[src/hdl/vbam_pkg.sv]
// Shared types and constants of the VRAM bank address mapper.
// No dependencies; every other file of the block imports this package.
package vbam_pkg;

    localparam int KIND_W   = 3;
    localparam int ADDR_W   = 20;
    localparam int OFFSET_W = 20;
    localparam int PAGE_W   = 6;
    localparam int WITHIN_W = 17;
    localparam int CFG_IDX_W  = 2;
    localparam int CFG_DATA_W = 32;

    // Bus views carried in the kind field.
    localparam logic [KIND_W-1:0] VIEW_LCDC  = 3'd0;
    localparam logic [KIND_W-1:0] VIEW_A_BG  = 3'd1;
    localparam logic [KIND_W-1:0] VIEW_A_OBJ = 3'd2;
    localparam logic [KIND_W-1:0] VIEW_B_BG  = 3'd3;
    localparam logic [KIND_W-1:0] VIEW_B_OBJ = 3'd4;
    localparam logic [KIND_W-1:0] VIEW_ARM7  = 3'd5;

    // Configuration register indexes.
    localparam logic [CFG_IDX_W-1:0] REG_CTL_ABCD = 2'd0;
    localparam logic [CFG_IDX_W-1:0] REG_CTL_EFG  = 2'd1;
    localparam logic [CFG_IDX_W-1:0] REG_CTL_HI   = 2'd2;

    // Bank modes.
    localparam logic [2:0] MODE_LCDC = 3'd0;
    localparam logic [2:0] MODE_ONE  = 3'd1;
    localparam logic [2:0] MODE_TWO  = 3'd2;
    localparam logic [2:0] MODE_FOUR = 3'd4;

    // Physical base of the small banks, in 16 KB pages.
    localparam logic [PAGE_W-1:0] PAGE_E = 6'h20;
    localparam logic [PAGE_W-1:0] PAGE_F = 6'h24;
    localparam logic [PAGE_W-1:0] PAGE_G = 6'h25;
    localparam logic [PAGE_W-1:0] PAGE_H = 6'h26;
    localparam logic [PAGE_W-1:0] PAGE_I = 6'h28;

    // Highest offset that any mapping can produce.
    localparam logic [OFFSET_W-1:0] OFFSET_MAX = 20'hA3FFF;

    typedef struct packed {
        logic [31:0] ctl_abcd;
        logic [23:0] ctl_efg;
        logic [15:0] ctl_hi;
    } bank_cfg_t;

endpackage

[src/hdl/vbam_cfg_regs.sv]
// Bank control register file of the VRAM bank address mapper.
// Depends on vbam_pkg for register indexes and the bank_cfg_t type.
module vbam_cfg_regs
    import vbam_pkg::*;
(
    input  logic                  aclk,
    input  logic                  aresetn,
    input  logic                  cfg_valid,
    input  logic [CFG_IDX_W-1:0]  cfg_index,
    input  logic [CFG_DATA_W-1:0] cfg_data,
    output bank_cfg_t             cfg
);

    bank_cfg_t cfg_reg;
    bank_cfg_t cfg_next;

    always_comb begin
        cfg_next = cfg_reg;
        if (cfg_valid) begin
            case (cfg_index)
                REG_CTL_ABCD: cfg_next.ctl_abcd = cfg_data;
                REG_CTL_EFG:  cfg_next.ctl_efg  = cfg_data[23:0];
                REG_CTL_HI:   cfg_next.ctl_hi   = cfg_data[15:0];
                default:      cfg_next = cfg_reg;
            endcase
        end
    end

    always_ff @(posedge aclk) begin
        if (!aresetn) begin
            cfg_reg <= '0;
        end else begin
            cfg_reg <= cfg_next;
        end
    end

    assign cfg = cfg_reg;

endmodule

[src/hdl/vbam_lookup.sv]
// Page lookup of the VRAM bank address mapper: banks A to I are checked
// against the addressed page, a later bank winning. Depends on vbam_pkg.
module vbam_lookup
    import vbam_pkg::*;
(
    input  bank_cfg_t             cfg,
    input  logic [KIND_W-1:0]     kind,
    input  logic [ADDR_W-1:0]     bus_address,
    output logic [OFFSET_W-1:0]   vram_offset,
    output logic                  unmapped
);

    logic [PAGE_W-1:0]   page;
    logic                region;
    logic [WITHIN_W-1:0] in_page;
    logic                hit;
    logic [PAGE_W-1:0]   base_page;
    logic [7:0]          ctl;
    logic [2:0]          mode;
    logic [1:0]          ofs;

    always_comb begin
        region  = bus_address[17];
        in_page = {3'b000, bus_address[13:0]};
        case (kind)
            VIEW_LCDC:  page = bus_address[19:14];
            VIEW_A_BG:  page = {1'b0, bus_address[18:14]};
            VIEW_A_OBJ: page = {2'b00, bus_address[17:14]};
            VIEW_ARM7: begin
                page    = '0;
                in_page = bus_address[16:0];
            end
            default:    page = {3'b000, bus_address[16:14]};
        endcase
    end

    always_comb begin
        hit       = 1'b0;
        base_page = '0;
        ctl       = '0;
        mode      = '0;
        ofs       = '0;

        // Banks A to D.
        for (int b = 0; b < 4; b++) begin
            ctl  = cfg.ctl_abcd[8*b +: 8];
            mode = (b < 2) ? {1'b0, ctl[1:0]} : ctl[2:0];
            ofs  = ctl[4:3];
            case (kind)
                VIEW_LCDC: begin
                    if (mode == MODE_LCDC && page[5:3] == 3'(b)) begin
                        hit = 1'b1;
                        base_page = {1'b0, 2'(b), page[2:0]};
                    end
                end
                VIEW_A_BG: begin
                    if (mode == MODE_ONE && page[4:3] == ofs) begin
                        hit = 1'b1;
                        base_page = {1'b0, 2'(b), page[2:0]};
                    end
                end
                VIEW_A_OBJ: begin
                    if (mode == MODE_TWO && b < 2 && page[3] == ofs[0]) begin
                        hit = 1'b1;
                        base_page = {1'b0, 2'(b), page[2:0]};
                    end
                end
                VIEW_ARM7: begin
                    if (mode == MODE_TWO && b >= 2 && region == ofs[0]) begin
                        hit = 1'b1;
                        base_page = {1'b0, 2'(b), 3'b000};
                    end
                end
                VIEW_B_BG: begin
                    if (mode == MODE_FOUR && b == 2) begin
                        hit = 1'b1;
                        base_page = {1'b0, 2'(b), page[2:0]};
                    end
                end
                VIEW_B_OBJ: begin
                    if (mode == MODE_FOUR && b == 3) begin
                        hit = 1'b1;
                        base_page = {1'b0, 2'(b), page[2:0]};
                    end
                end
                default: begin
                end
            endcase
        end

        // Bank E.
        mode = cfg.ctl_efg[2:0];
        if ((kind == VIEW_LCDC && mode == MODE_LCDC && page[5:2] == 4'b1000)
            || (kind == VIEW_A_BG && mode == MODE_ONE && page[4:2] == 3'b000)
            || (kind == VIEW_A_OBJ && mode == MODE_TWO && page[3:2] == 2'b00)) begin
            hit = 1'b1;
            base_page = PAGE_E + {4'b0000, page[1:0]};
        end

        // Banks F and G each fill page p and its mirror p | 2.
        for (int b = 0; b < 2; b++) begin
            ctl  = cfg.ctl_efg[8*(b+1) +: 8];
            mode = ctl[2:0];
            ofs  = ctl[4:3];
            if ((kind == VIEW_LCDC && mode == MODE_LCDC && page == PAGE_F + 6'(b))
                || (kind == VIEW_A_BG && mode == MODE_ONE && page[4:3] == 2'b00
                    && page[2] == ofs[1] && page[0] == ofs[0])
                || (kind == VIEW_A_OBJ && mode == MODE_TWO && page[3] == 1'b0
                    && page[2] == ofs[1] && page[0] == ofs[0])) begin
                hit = 1'b1;
                base_page = (b == 0) ? PAGE_F : PAGE_G;
            end
        end

        // Bank H, mirrored into background pages 4 and 5.
        mode = {1'b0, cfg.ctl_hi[1:0]};
        if ((kind == VIEW_LCDC && mode == MODE_LCDC && page[5:1] == 5'h13)
            || (kind == VIEW_B_BG && mode == MODE_ONE && page[1] == 1'b0)) begin
            hit = 1'b1;
            base_page = PAGE_H + {5'b00000, page[0]};
        end

        // Bank I. LCDC pages beyond it are matched by no bank.
        mode = {1'b0, cfg.ctl_hi[9:8]};
        if ((kind == VIEW_LCDC && mode == MODE_LCDC && page == PAGE_I)
            || (kind == VIEW_B_BG && mode == MODE_ONE && page[2:0] == 3'd2)
            || (kind == VIEW_B_OBJ && mode == MODE_TWO)) begin
            hit = 1'b1;
            base_page = PAGE_I;
        end
    end

    assign unmapped    = !hit;
    assign vram_offset = hit ? ({base_page, 14'b0} + {3'b000, in_page}) : '0;

endmodule

[src/hdl/vram_bank_address_mapper_top.sv]
// Channel   Ports                                       Direction
// config    cfg_valid cfg_ready cfg_index cfg_data      in (ready always high)
// request   s_valid s_ready s_kind s_bus_address        in
// result    m_valid m_ready m_vram_offset m_unmapped    out
//
// One item is accepted per cycle while s_ready is high; its result passes from the
// request register through the lookup into the result register and the m_ ports.
// Reset (aresetn low, synchronous) clears both valid flags and the bank controls.
// A stalled result holds the result register; the request register still takes
// an item while it is empty or the result register has space or is being emptied.
// Top level of the VRAM bank address mapper; depends on vbam_pkg,
// vbam_cfg_regs and vbam_lookup.
module vram_bank_address_mapper_top
    import vbam_pkg::*;
(
    input  logic                  aclk,
    input  logic                  aresetn,
    input  logic                  cfg_valid,
    output logic                  cfg_ready,
    input  logic [CFG_IDX_W-1:0]  cfg_index,
    input  logic [CFG_DATA_W-1:0] cfg_data,
    input  logic                  s_valid,
    output logic                  s_ready,
    input  logic [KIND_W-1:0]     s_kind,
    input  logic [ADDR_W-1:0]     s_bus_address,
    output logic                  m_valid,
    input  logic                  m_ready,
    output logic [OFFSET_W-1:0]   m_vram_offset,
    output logic                  m_unmapped
);

    bank_cfg_t             cfg;
    logic                  in_valid_reg;
    logic                  in_valid_next;
    logic [KIND_W-1:0]     kind_reg;
    logic [KIND_W-1:0]     kind_next;
    logic [ADDR_W-1:0]     addr_reg;
    logic [ADDR_W-1:0]     addr_next;
    logic                  out_valid_reg;
    logic                  out_valid_next;
    logic [OFFSET_W-1:0]   offset_reg;
    logic [OFFSET_W-1:0]   offset_next;
    logic                  unmapped_reg;
    logic                  unmapped_next;
    logic [OFFSET_W-1:0]   lookup_offset;
    logic                  lookup_unmapped;
    logic                  out_free;

    assign cfg_ready = 1'b1;

    vbam_cfg_regs u_cfg_regs (
        .aclk      (aclk),
        .aresetn   (aresetn),
        .cfg_valid (cfg_valid),
        .cfg_index (cfg_index),
        .cfg_data  (cfg_data),
        .cfg       (cfg)
    );

    vbam_lookup u_lookup (
        .cfg         (cfg),
        .kind        (kind_reg),
        .bus_address (addr_reg),
        .vram_offset (lookup_offset),
        .unmapped    (lookup_unmapped)
    );

    assign out_free = !out_valid_reg || m_ready;
    assign s_ready  = !in_valid_reg || out_free;

    always_comb begin
        in_valid_next  = in_valid_reg;
        kind_next      = kind_reg;
        addr_next      = addr_reg;
        out_valid_next = out_valid_reg;
        offset_next    = offset_reg;
        unmapped_next  = unmapped_reg;
        if (s_ready) begin
            in_valid_next = s_valid;
            kind_next     = s_kind;
            addr_next     = s_bus_address;
        end
        if (out_free) begin
            out_valid_next = in_valid_reg;
            offset_next    = lookup_offset;
            unmapped_next  = lookup_unmapped;
        end
    end

    always_ff @(posedge aclk) begin
        if (!aresetn) begin
            in_valid_reg  <= 1'b0;
            out_valid_reg <= 1'b0;
        end else begin
            in_valid_reg  <= in_valid_next;
            out_valid_reg <= out_valid_next;
        end
    end

    always_ff @(posedge aclk) begin
        kind_reg     <= kind_next;
        addr_reg     <= addr_next;
        offset_reg   <= offset_next;
        unmapped_reg <= unmapped_next;
    end

    assign m_valid       = out_valid_reg;
    assign m_vram_offset = offset_reg;
    assign m_unmapped    = unmapped_reg;

endmodule

[config.mk]
export PLATFORM = sky130hd
export DESIGN_NAME = vram_bank_address_mapper_top
export DESIGN_NICKNAME = d
export VERILOG_FILES = /design/src/hdl/vbam_pkg.sv /design/src/hdl/vbam_cfg_regs.sv /design/src/hdl/vbam_lookup.sv /design/src/hdl/vram_bank_address_mapper_top.sv
export SDC_FILE = /design/constraint.sdc
export NUM_CORES = 1
export LEC_CHECK = 0
export ABC_AREA = 1
export BUFFER_PORTS_ARGS = -buffer_cell sky130_fd_sc_hd__buf_2
export CORE_MARGIN = 2
export CORE_UTILIZATION = 55
export DETAILED_ROUTE_END_ITERATION = 8
export PLACE_DENSITY = 0.81
export SETUP_SLACK_MARGIN = 0.02
export SKIP_LAST_GASP = 1
export SYNTH_ARGS = -nofsm -noshare
export SYNTH_HDL_FRONTEND = slang
export SYNTH_SLANG_ARGS = --single-unit
[constraint.sdc]
create_clock -name aclk -period 6.02 [get_ports aclk]
set_clock_uncertainty 0.15 [all_clocks]
set_input_delay 0.301 -clock aclk [delete_from_list [all_inputs] [get_ports aclk]]
set_output_delay 0.301 -clock aclk [all_outputs]
set_load 0.005 [all_outputs]
==> flow_metrics.py, run 1 <==
metrics = {
    "cells_and_area": {
        "drive_gt1_share_pct": 19.5,
        "diodes": 0,
        "syn_to_final_growth_pct": 21.5,
        "fin_util_pct": 70.2,
        "num-nets-final": 636,
        "largest_reg_flops": 35,
        "postLayoutCellArea_sq_um": 4820,
    },
    "place": {
        "port_buffers": 72,
        "gp_congestion": 0.964,
        "hpwl_microns": 6640,
        "placed_cell_area_sq_um": 4390,
    },
    "clock_tree": {
        "post_cts_buffers": 0,
        "clk_pin_slew_worst_paths_ns": 0.09,
        "cts_max_level": 3,
        "clk_latency_ns": 0.36,
        "cts_tree": "built",
        "clk_path_buf_depth": 2,
        "numCtsBuffers": 9,
        "numClockSinks": 81,
        "cts-root-buf": "clkbuf_8",
    },
    "yosys": {
        "postSynthAreaPerCell_sq_um": 8.37,
        "synthXorXnorAreaFrac_pct": 1.55,
        "synth-simple-area-share_pct": 26.0,
        "synth_cell_type_count": 36,
        "netlist_area_sq_um": 3970,
        "ys.warnings.count": 0,
        "synth_async_sr_flop_share_pct": 0,
        "synthAdderAreaFrac_pct": 1.45,
        "synth_top_family_by_area": "simple AND/OR/NAND/NOR gates",
        "yosysTopAreaCellShare_pct": 33.3,
        "synth_compound_area_share_pct": 9.87,
        "synth-seq-cells": 81,
        "syn_inst": 474,
        "synth_edf_count": 44,
        "synth.area.top_cells": "edfxtp_1, dfxtp_1, inv_1",
        "ys_seq_area_share_pct": 52.0,
        "syn_nets": 540,
        "synthMuxAreaShare_pct": 0,
        "synth_ff_type": "edfxtp_1",
        "yosysTopAreaCell": "edfxtp_1",
    },
    "setup_path": {
        "critPathLaunch": "kind_reg[2]",
        "cp-start-kind": "flop",
        "critPathTopFamily": "simple AND/OR/NAND/NOR gates",
        "crit_chain": "nor2_1 -> nand2_2 -> nor3_1 -> nand2_1 -> nand3_1 -> nor2_1 -> nand4_1 -> nand2_1 -> a21oi_1 -> ha_1 -> inv_1 -> fa_1 -> o21bai_1 -> nand2_1 -> nand2_1 -> nand2_1",
        "critPathSlowestCell": "edfxtp_1",
        "crit_path_max_incr_delay_ns": 0.54,
        "cp_max_fo": 7,
        "r2r-start": "kind_reg[2]",
        "crit_required_ns": 5.98,
        "crit_arrival_ns": 3.35,
        "end_kind": "flop",
        "crit_top_cell": "nand2_1",
        "crit_type": "reg -> reg",
        "path_buf_inv": 1,
    },
    "grt": {
        "antenna_found_initial": 0,
        "grt_first_pass_wirelength_microns": 15800,
        "grt_usage_pct": 26.5,
        "grt_pass1_vias": 3420,
        "grt_max_degree": 37,
        "grt_overflow": 0,
    },
    "detailed_routing": {
        "vias": 3574,
        "antenna_left": 0,
        "drtIter0Drc": 265,
        "routedWlPerCell_microns": 14.7,
        "drc": 0,
        "routed_wl_microns": 9830,
        "first_pass_iters": 9,
        "via_per_inst": 5.33,
    },
    "sta": {
        "hold_viol": 0,
        "period_needed_ns": 3.39,
        "setup_viol_count_final": 0,
        "whs_ns": 0.0112,
        "tns_ns": 0,
        "rsz0062_at_grt": "false",
        "period_share_pct": 56.3,
        "relSlewSlack_pct": 40.6,
        "report.final.slew_viol_count": 0,
        "max_freq_mhz": 295,
        "tightest_slew_ns": 0.888,
    },
    "run": {
        "maxCapViolations": 0,
    },
    "min_path": {
        "worstHoldPathType": "in -> reg",
        "hold_start": "cfg_data[28]",
    },
    "floorplan": {
        "ios": 86,
        "rows": 30,
        "die_width_microns": 88.9,
        "core_area_sq_um": 6870,
        "dieArea_sq_um": 7910,
        "fp.dieH_microns": 88.9,
        "initial_core_util_pct": 57.7,
    },
    "pwr": {
        "leakage_nw": 2.28,
        "p_per_area_nw_per_um2": 254,
        "irDropWorstVdd_mv": 0.165,
        "power_mw": 1.22,
    },
    "outcome": {
        "status": "completed",
    },
}
## placed cells by master, fill, tap and decap left out, drive strengths merged
cell type     n
buf          73
dlygate4sd3  23
nor3         18
dfxtp        37
o21bai        1
nand4        11
nand2        70
clkbuf       12
and3          1
or2           1
clkinv        2
a21boi        1
ha            3
clkinvlp      1
nor2         75
a21oi        33
inv          80
xnor2         2
o21ai        41
fa            1
xor2          5
conb          1
nand3        35
edfxtp       44
a31oi         1
nand3b        3
## cells in the mapped netlist (5+ instances only)
| cell type | n |
|---|---|
| nand4_1 | 11 |
| nand3_1 | 30 |
| edfxtp_1 | 44 |
| nor2_1 | 70 |
| a21oi_1 | 33 |
| clkbuf_1 | 6 |
| nand2_2 | 6 |
| inv_2 | 5 |
| inv_1 | 73 |
| nand2_1 | 62 |
| nor3_1 | 18 |
| xor2_1 | 5 |
| dfxtp_1 | 37 |
| o21ai_0 | 40 |
## routing by layer
layer | routed length (microns) | share of wire [%] | vias up | track usage [%]
met2 | 5020 | 51 | 177 | 45.9
met5 | 0 | 0 | - | 0
met3 | 684 | 7.0 | 44 | 7.11
met1 | 3710 | 38 | 1614 | 30.0
li1 | - | - | 1739 | -
met4 | 428 | 4.4 | 0 | 13.9
## worst paths after layout
| check | end | slack (ns) | depth (start not counted) |
|---|---|---|---|
| worst max register to register | m_vram_offset[18] | 2.63 | 16 |
| worst min-delay path | u_cfg_regs.cfg[68] | 0.01 | 3 |
| worst max-delay path | m_vram_offset[18] | 2.63 | 16 |
| worst min register to register | m_valid | 0.30 | 2 |
## layout make-up
class	count	area, sq um
clock buffers	12	166
clock inverters	4	31.3
fillers	527	2050
inverters	79	297
multi-input cells	303	1550
flip-flops and latches	81	2060
well taps	96	120
repair buffers	96	598
## repair_timing
item | 4_1_cts | 5_1_grt
endpoints found under the hold margin | 23 | 0
resized for setup | 0 | 0
hold buffers | 23 | 0
## cells by family after synthesis
group	after synthesis
AND/OR/NAND/NOR	214
adder cells (fa/ha/maj)	4
XOR/XNOR	7
other	1
flip-flops	81
buffers and inverters	90
AO/OA/AOI/OAI	77
## metrics by stage
stage / setup slack (ns) / cells
3_5_place_dp: 2.78 / 632
2_1_floorplan: 3.23 / 474
4_1_cts: 2.73 / 671
6_report: 2.63 / 671
5_1_grt: 2.34 / 671
3_3_place_gp: 2.82 / 632
## worst min-delay path: cells and delay by family
family | cells | cell delay (ns)
buffers and inverters | 1 | 0.07
and+or+nand+nor | 2 | 0.12
## power by group
part | switching, mW | internal (mW)
logic | 0.105 | 0.0719
clock network | 0.205 | 0.189
registers | 0.0220 | 0.629
total | 0.332 | 0.890
Note: power is estimated with default switching activity, not from simulation.
==> run 2: changes to the inputs <==
Settings changed: ABC_AREA 1 to 0, CORE_UTILIZATION 55 to 49, PLACE_DENSITY 0.81 to 0.76.
Clock period 6.02 ns to 3 ns, I/O delays scaled along.
==> run 2 against run 1 <==
Effect of this change: the flow now finishes with violations (setup timing); power up 94%; sequential power up 94%; wire length is 5.8% higher; clock power grew 86%; die area grew 11%; via count fell by 4.1%; critical path depth is 2 lower; non-clock buffer count up 89; hold slack better by 0.10 ns.
==> flow_metrics.py, run 2 <==
metrics = {
    "outcome": {
        "status": "finished, violations left",
        "violations": "setup timing",
    },
    "grt": {
        "grt_busiest_layer": "met2",
        "grt_pass1_vias": 3382,
        "grt_use_met2_pct": 44.8,
        "grt_max_degree": 38,
        "grt_usage_pct": 24.7,
        "grt_first_pass_wirelength_microns": 16600,
        "grt_overflow": 0,
        "grtUsageMet3_pct": 4.41,
        "grtUsageMet1_pct": 29.4,
        "antenna_found_initial": 0,
    },
    "yosys": {
        "synth_async_sr_flop_share_pct": 0,
        "synthAdderAreaFrac_pct": 1.46,
        "postSynthAreaPerCell_sq_um": 10.5,
        "ys_seq_area_share_pct": 52.4,
        "synth_compound_area_share_pct": 14.4,
        "syn_nets": 441,
        "synthXorXnorAreaFrac_pct": 2.00,
        "synth_top_family_by_area": "simple AND/OR/NAND/NOR gates",
        "synth.area.top_cells": "edfxtp_1, dfxtp_1, nand2_1",
        "netlist_area_sq_um": 3940,
        "yosysTopAreaCell": "edfxtp_1",
        "post-synth-top-count-cell": "nand2_1",
        "synth_edf_count": 44,
        "synthMuxAreaShare_pct": 1.30,
        "yosys-top-cells-count": "nand2_1, edfxtp_1, dfxtp_1, a21boi_0, nor2_1",
        "syn_inst": 375,
        "synth_cell_type_count": 73,
        "yosysTopAreaCellShare_pct": 33.5,
        "ys.warnings.count": 0,
        "synth_ff_type": "edfxtp_1",
        "synth-seq-cells": 81,
        "synth-simple-area-share_pct": 24.2,
    },
    "sta": {
        "hold_viol": 0,
        "relSlewSlack_pct": 25.9,
        "rsz0062_at_grt": "true",
        "tightest_slew_ns": 1.11,
        "setup_viol_count_final": 20,
        "period_share_pct": 117,
        "period_needed_ns": 3.52,
        "max_freq_mhz": 284,
        "whs_ns": 0.114,
        "report.final.slew_viol_count": 0,
        "setup_ws_ns": -0.521,
    },
    "setup_path": {
        "end_kind": "flop",
        "crit_type": "reg -> reg",
        "cp-start-kind": "flop",
        "rrSetupSlack_ns": -0.52,
        "cp_max_fo": 4,
        "crit_required_ns": 2.97,
        "crit_arrival_ns": 3.49,
    },
    "clock_tree": {
        "cts_tree": "built",
        "clk_pin_slew_worst_paths_ns": 0.08,
        "clk_latency_ns": 0.37,
        "clk_path_buf_depth": 2,
        "cts_max_level": 3,
        "numCtsBuffers": 9,
        "numClockSinks": 81,
        "cts-root-buf": "clkbuf_8",
    },
    "cells_and_area": {
        "syn_to_final_growth_pct": 43.8,
        "mostFrequentLayoutCell": "buf_2",
        "fin_util_pct": 72.9,
        "postLayoutCellArea_sq_um": 5670,
        "drive_gt1_share_pct": 36.2,
        "layout_common_cells": "buf_2, nand2_1, buf_4",
        "diodes": 0,
        "largest_reg_flops": 35,
        "fillers": 560,
        "num-nets-final": 617,
    },
    "pwr": {
        "power_mw": 2.37,
        "p_seq_share_pct": 53.2,
        "irDropWorstVdd_mv": 0.397,
        "p_int_mw": 1.75,
        "switchingPower_mw": 0.623,
        "pwr-share-clk_pct": 30.9,
        "pwr-share-comb_pct": 15.9,
        "leakage_nw": 2.37,
        "p_per_area_nw_per_um2": 419,
        "p_sw_share_pct": 26.3,
    },
    "place": {
        "placed_cell_area_sq_um": 4830,
        "hpwl_microns": 7170,
        "gp_congestion": 0.877,
        "port_buffers": 72,
    },
    "detailed_routing": {
        "antenna_left": 0,
        "first_pass_iters": 4,
        "routed_wl_microns": 10400,
        "vias": 3427,
        "routedWlPerCell_microns": 15.8,
        "drc": 0,
        "via_per_inst": 5.21,
        "drtIter0Drc": 138,
    },
    "floorplan": {
        "ios": 86,
        "core_area_sq_um": 7770,
        "initial_core_util_pct": 50.7,
        "die_width_microns": 93.7,
        "dieArea_sq_um": 8770,
        "rows": 32,
        "fp.dieH_microns": 93.7,
    },
    "run": {
        "maxCapViolations": 0,
    },
    "min_path": {
        "worstHoldPathType": "in -> reg",
    },
}
[run 2: cell count changes in the layout (fill, tap and decap cells not counted), moves of 9 or more]
cell	change
o21ai_0	-39
nor2_1	-58
nand3_1	-28
nor3_1	-16
a21oi_1	-28
nand2_1	+9
and2_1	+11
inv_1	-62
nand4_1	-10
dlygate4sd3_1	+22
buf_4	+62
a21boi_0	+30
[run 2: what timing repair did]
action / in CTS / in global routing
endpoints found under the hold margin: 60 / 0
hold buffers: 45 / 0
setup endpoints to repair: 20 / 21
pin swaps: 11 / 9
buffers inserted: 7 / 3
cloned: 0 / 1
resized for setup: 11 / 12
[run 2: kinds of logic after synthesis]
kind of cell	Yosys count
multiplexers	5
AND/OR/NAND/NOR	168
AO/OA/AOI/OAI	76
XOR/XNOR	9
buffers and inverters	31
other	1
adder cells (fa/ha/maj)	4
flip-flops	81
[run 2: final timing paths]
kind / from / to / cells after the start
max: kind_reg[2] / m_vram_offset[18] / 14
min: cfg_index[1] / u_cfg_regs.cfg[52] / 4
max reg2reg: kind_reg[2] / m_vram_offset[18] / 14
min reg2reg: u_cfg_regs.cfg[65] / u_cfg_regs.cfg[65] / 2
[run 2: layer usage]
metal	vias up	share of wire, %
met3	16	4.0
li1	1698	-
met1	1632	41
met4	0	2.1
met2	81	53
met5	-	0
[run 2: power groups by stage]
stage | Combinational [mW] | Clock [mW] | Sequential, mW
3_3_place_gp | 0.293 | 0 | 1.29
3_5_place_dp | 0.300 | 0 | 1.29
6_report | 0.378 | 0.732 | 1.26
4_1_cts | 0.359 | 0.741 | 1.26
5_1_grt | 0.413 | 0.781 | 1.27
2_1_floorplan | 0.157 | 0 | 1.29
[run 2: final cells by class]
cell class | count | area, sq um | area share [%]
Clock buffer | 9 | 124 | 2.19
Clock inverter | 7 | 53.8 | 0.950
Inverter | 11 | 41.3 | 0.729
Multi-Input combinational cell | 263 | 1890 | 33.3
Sequential cell | 81 | 2060 | 36.4
Tap cell | 102 | 128 | 2.25
Timing Repair Buffer | 185 | 1370 | 24.2
[run 2: metrics by stage]
step | setup slack (ns) | instances | setup TNS (ns)
after floorplan | -0.333 | 375 | -0.416
after global routing | -0.684 | 658 | -6.09
final | -0.521 | 658 | -3.96
after detailed placement | -0.521 | 586 | -3.59
after CTS | -0.482 | 654 | -3.76
after global placement | -0.408 | 586 | -2.90
[run 2: worst max-delay path, stage by stage, from the launching register on]
cell and delay [ns]:
edfxtp_1 0.44, buf_6 0.16, or4_4 0.52, a211oi_4 0.31, nor4_4 0.06, buf_4 0.15, a311o_1 0.30, a21oi_1 0.16
ha_1 0.27, a21oi_1 0.16, inv_1 0.09, buf_4 0.14, o211ai_1 0.08, o21ai_1 0.09, a22o_1 0.19
==> run 3: changes to the inputs <==
Settings changed: SKIP_CTS_REPAIR_TIMING set to 1.
==> run 3 against run 2 <==
Effect of this change: the flow still finishes with violations (setup timing); critical path type unchanged; sequential share of layout area grew 0.16 points; largest power group unchanged; sequential power is essentially flat; sequential cell count is the same; fmax shrank 0.73%; wire length shrank 0.12%; non-clock buffer count shrank 4; highest routed layer unchanged.
==> flow_metrics.py, run 3 (same netlist as run 2, synthesis figures left out) <==
metrics = {
    "setup_path": {
        "crit_cells": 16,
        "crit_top_cell": "inv_2",
        "crit_path_max_incr_delay_ns": 0.43,
        "crit_chain": "buf_6 -> clkbuf_2 -> or3b_4 -> nor4b_4 -> a211oi_2 -> nor2b_1 -> a31oi_2 -> a41oi_2 -> or2_1 -> fa_2 -> inv_2 -> a21oi_2 -> inv_2 -> mux2_4 -> o21ai_2 -> a22o_1",
        "cp_max_fo": 5,
        "worstRegToRegCells": 16,
        "critPathSlowestCell": "or3b_4",
        "critPathTopFamily": "simple AND/OR/NAND/NOR gates",
        "end_kind": "flop",
        "crit_required_ns": 2.96,
        "crit_arrival_ns": 3.51,
        "cp-start-kind": "flop",
        "crit_type": "reg -> reg",
        "path_buf_inv": 4,
    },
    "grt": {
        "grt_usage_pct": 23.1,
        "antenna_found_initial": 0,
        "grt_pass1_vias": 3141,
        "grt_overflow": 0,
        "grt_first_pass_wirelength_microns": 15400,
        "grt_max_degree": 38,
    },
    "cells_and_area": {
        "fillers": 565,
        "diodes": 0,
        "layout_common_cells": "buf_2, nand2_1, buf_4",
        "syn_to_final_growth_pct": 43.2,
        "fin_util_pct": 72.6,
        "largest_reg_flops": 35,
        "num-nets-final": 613,
        "drive_gt1_share_pct": 36.8,
        "postLayoutCellArea_sq_um": 5640,
        "mostFrequentLayoutCell": "buf_2",
    },
    "detailed_routing": {
        "drc": 0,
        "via_per_inst": 5.27,
        "antenna_left": 0,
        "routed_wl_microns": 10400,
        "routedWlPerCell_microns": 15.9,
        "vias": 3448,
        "drtIter0Drc": 145,
        "first_pass_iters": 4,
    },
    "place": {
        "gp_congestion": 0.877,
        "port_buffers": 72,
        "placed_cell_area_sq_um": 4830,
        "dp_slack_ns": -0.521,
        "hpwl_microns": 7170,
    },
    "floorplan": {
        "rows": 32,
        "core_area_sq_um": 7770,
        "initial_core_util_pct": 50.7,
        "ios": 86,
        "die_width_microns": 93.7,
        "dieArea_sq_um": 8770,
        "fp.dieH_microns": 93.7,
    },
    "sta": {
        "tightest_slew_ns": 1.11,
        "rsz0062_at_grt": "true",
        "period_needed_ns": 3.55,
        "setup_viol_count_final": 20,
        "setup_ws_ns": -0.547,
        "period_share_pct": 118,
        "relSlewSlack_pct": 26.2,
        "max_freq_mhz": 282,
        "hold_viol": 0,
        "report.final.slew_viol_count": 0,
        "tns_ns": -3.95,
    },
    "clock_tree": {
        "clk_latency_ns": 0.37,
        "clk_pin_slew_worst_paths_ns": 0.09,
        "cts-root-buf": "clkbuf_8",
        "cts_max_level": 3,
        "numCtsBuffers": 9,
        "numClockSinks": 81,
        "clk_path_buf_depth": 2,
        "cts_tree": "built",
    },
    "min_path": {
        "hold_depth": 4,
        "worstHoldPathType": "in -> reg",
    },
    "outcome": {
        "violations": "setup timing",
        "status": "finished, violations left",
    },
    "pwr": {
        "p_per_area_nw_per_um2": 419,
        "irDropWorstVdd_mv": 0.397,
        "power_mw": 2.36,
        "leakage_nw": 2.35,
    },
    "run": {
        "maxCapViolations": 0,
    },
}
run 3: cell types whose count changed in the layout (fill, tap and decap cells not counted), sizes merged:
cell / delta
buf: -4
run 3: per-stage QoR:
step / hold WS [ns] / cells
3_5_place_dp: 0.179 / 586
6_report: 0.114 / 654
4_1_cts: -0.215 / 602
5_1_grt: 0.148 / 654
3_3_place_gp: 0.178 / 586
2_1_floorplan: 0.0989 / 375
run 3: tightest hold or removal path, stage by stage:
cell and delay [ns]:
buf_2 0.12, nor3b_2 0.15, nand2_1 0.10, a21boi_0 0.06
run 3: layer usage:
layer | GRT usage, % | vias up | wire length [microns]
met5 | 0 | - | 0
met4 | 9.30 | 0 | 240
met3 | 4.41 | 22 | 456
met2 | 39.7 | 97 | 5460
met1 | 28.5 | 1636 | 4230
li1 | - | 1693 | -
run 3: cell type report:
type	count	area (sq um)	area share, %
Sequential cell	81	2060	36.6
Multi-Input combinational cell	263	1910	33.8
Timing Repair Buffer	181	1330	23.5
Tap cell	102	128	2.26
Clock buffer	9	124	2.20
Clock inverter	7	53.8	0.954
Inverter	11	41.3	0.732
run 3: power breakdown:
part | switching, mW | leakage (nW) | internal (mW)
Sequential | 0.0308 | 0.788 | 1.23
Combinational | 0.165 | 1.48 | 0.203
Clock | 0.424 | 0.0822 | 0.305
run 3: path summary, 6_finish.rpt:
| kind | slack, ns | from | end |
|---|---|---|---|
| setup reg to reg | -0.55 | kind_reg[0] | m_vram_offset[18] |
| hold / removal | 0.11 | cfg_index[1] | u_cfg_regs.cfg[52] |
| hold reg to reg | 0.33 | u_cfg_regs.cfg[65] | u_cfg_regs.cfg[65] |
| setup / recovery | -0.55 | kind_reg[0] | m_vram_offset[18] |
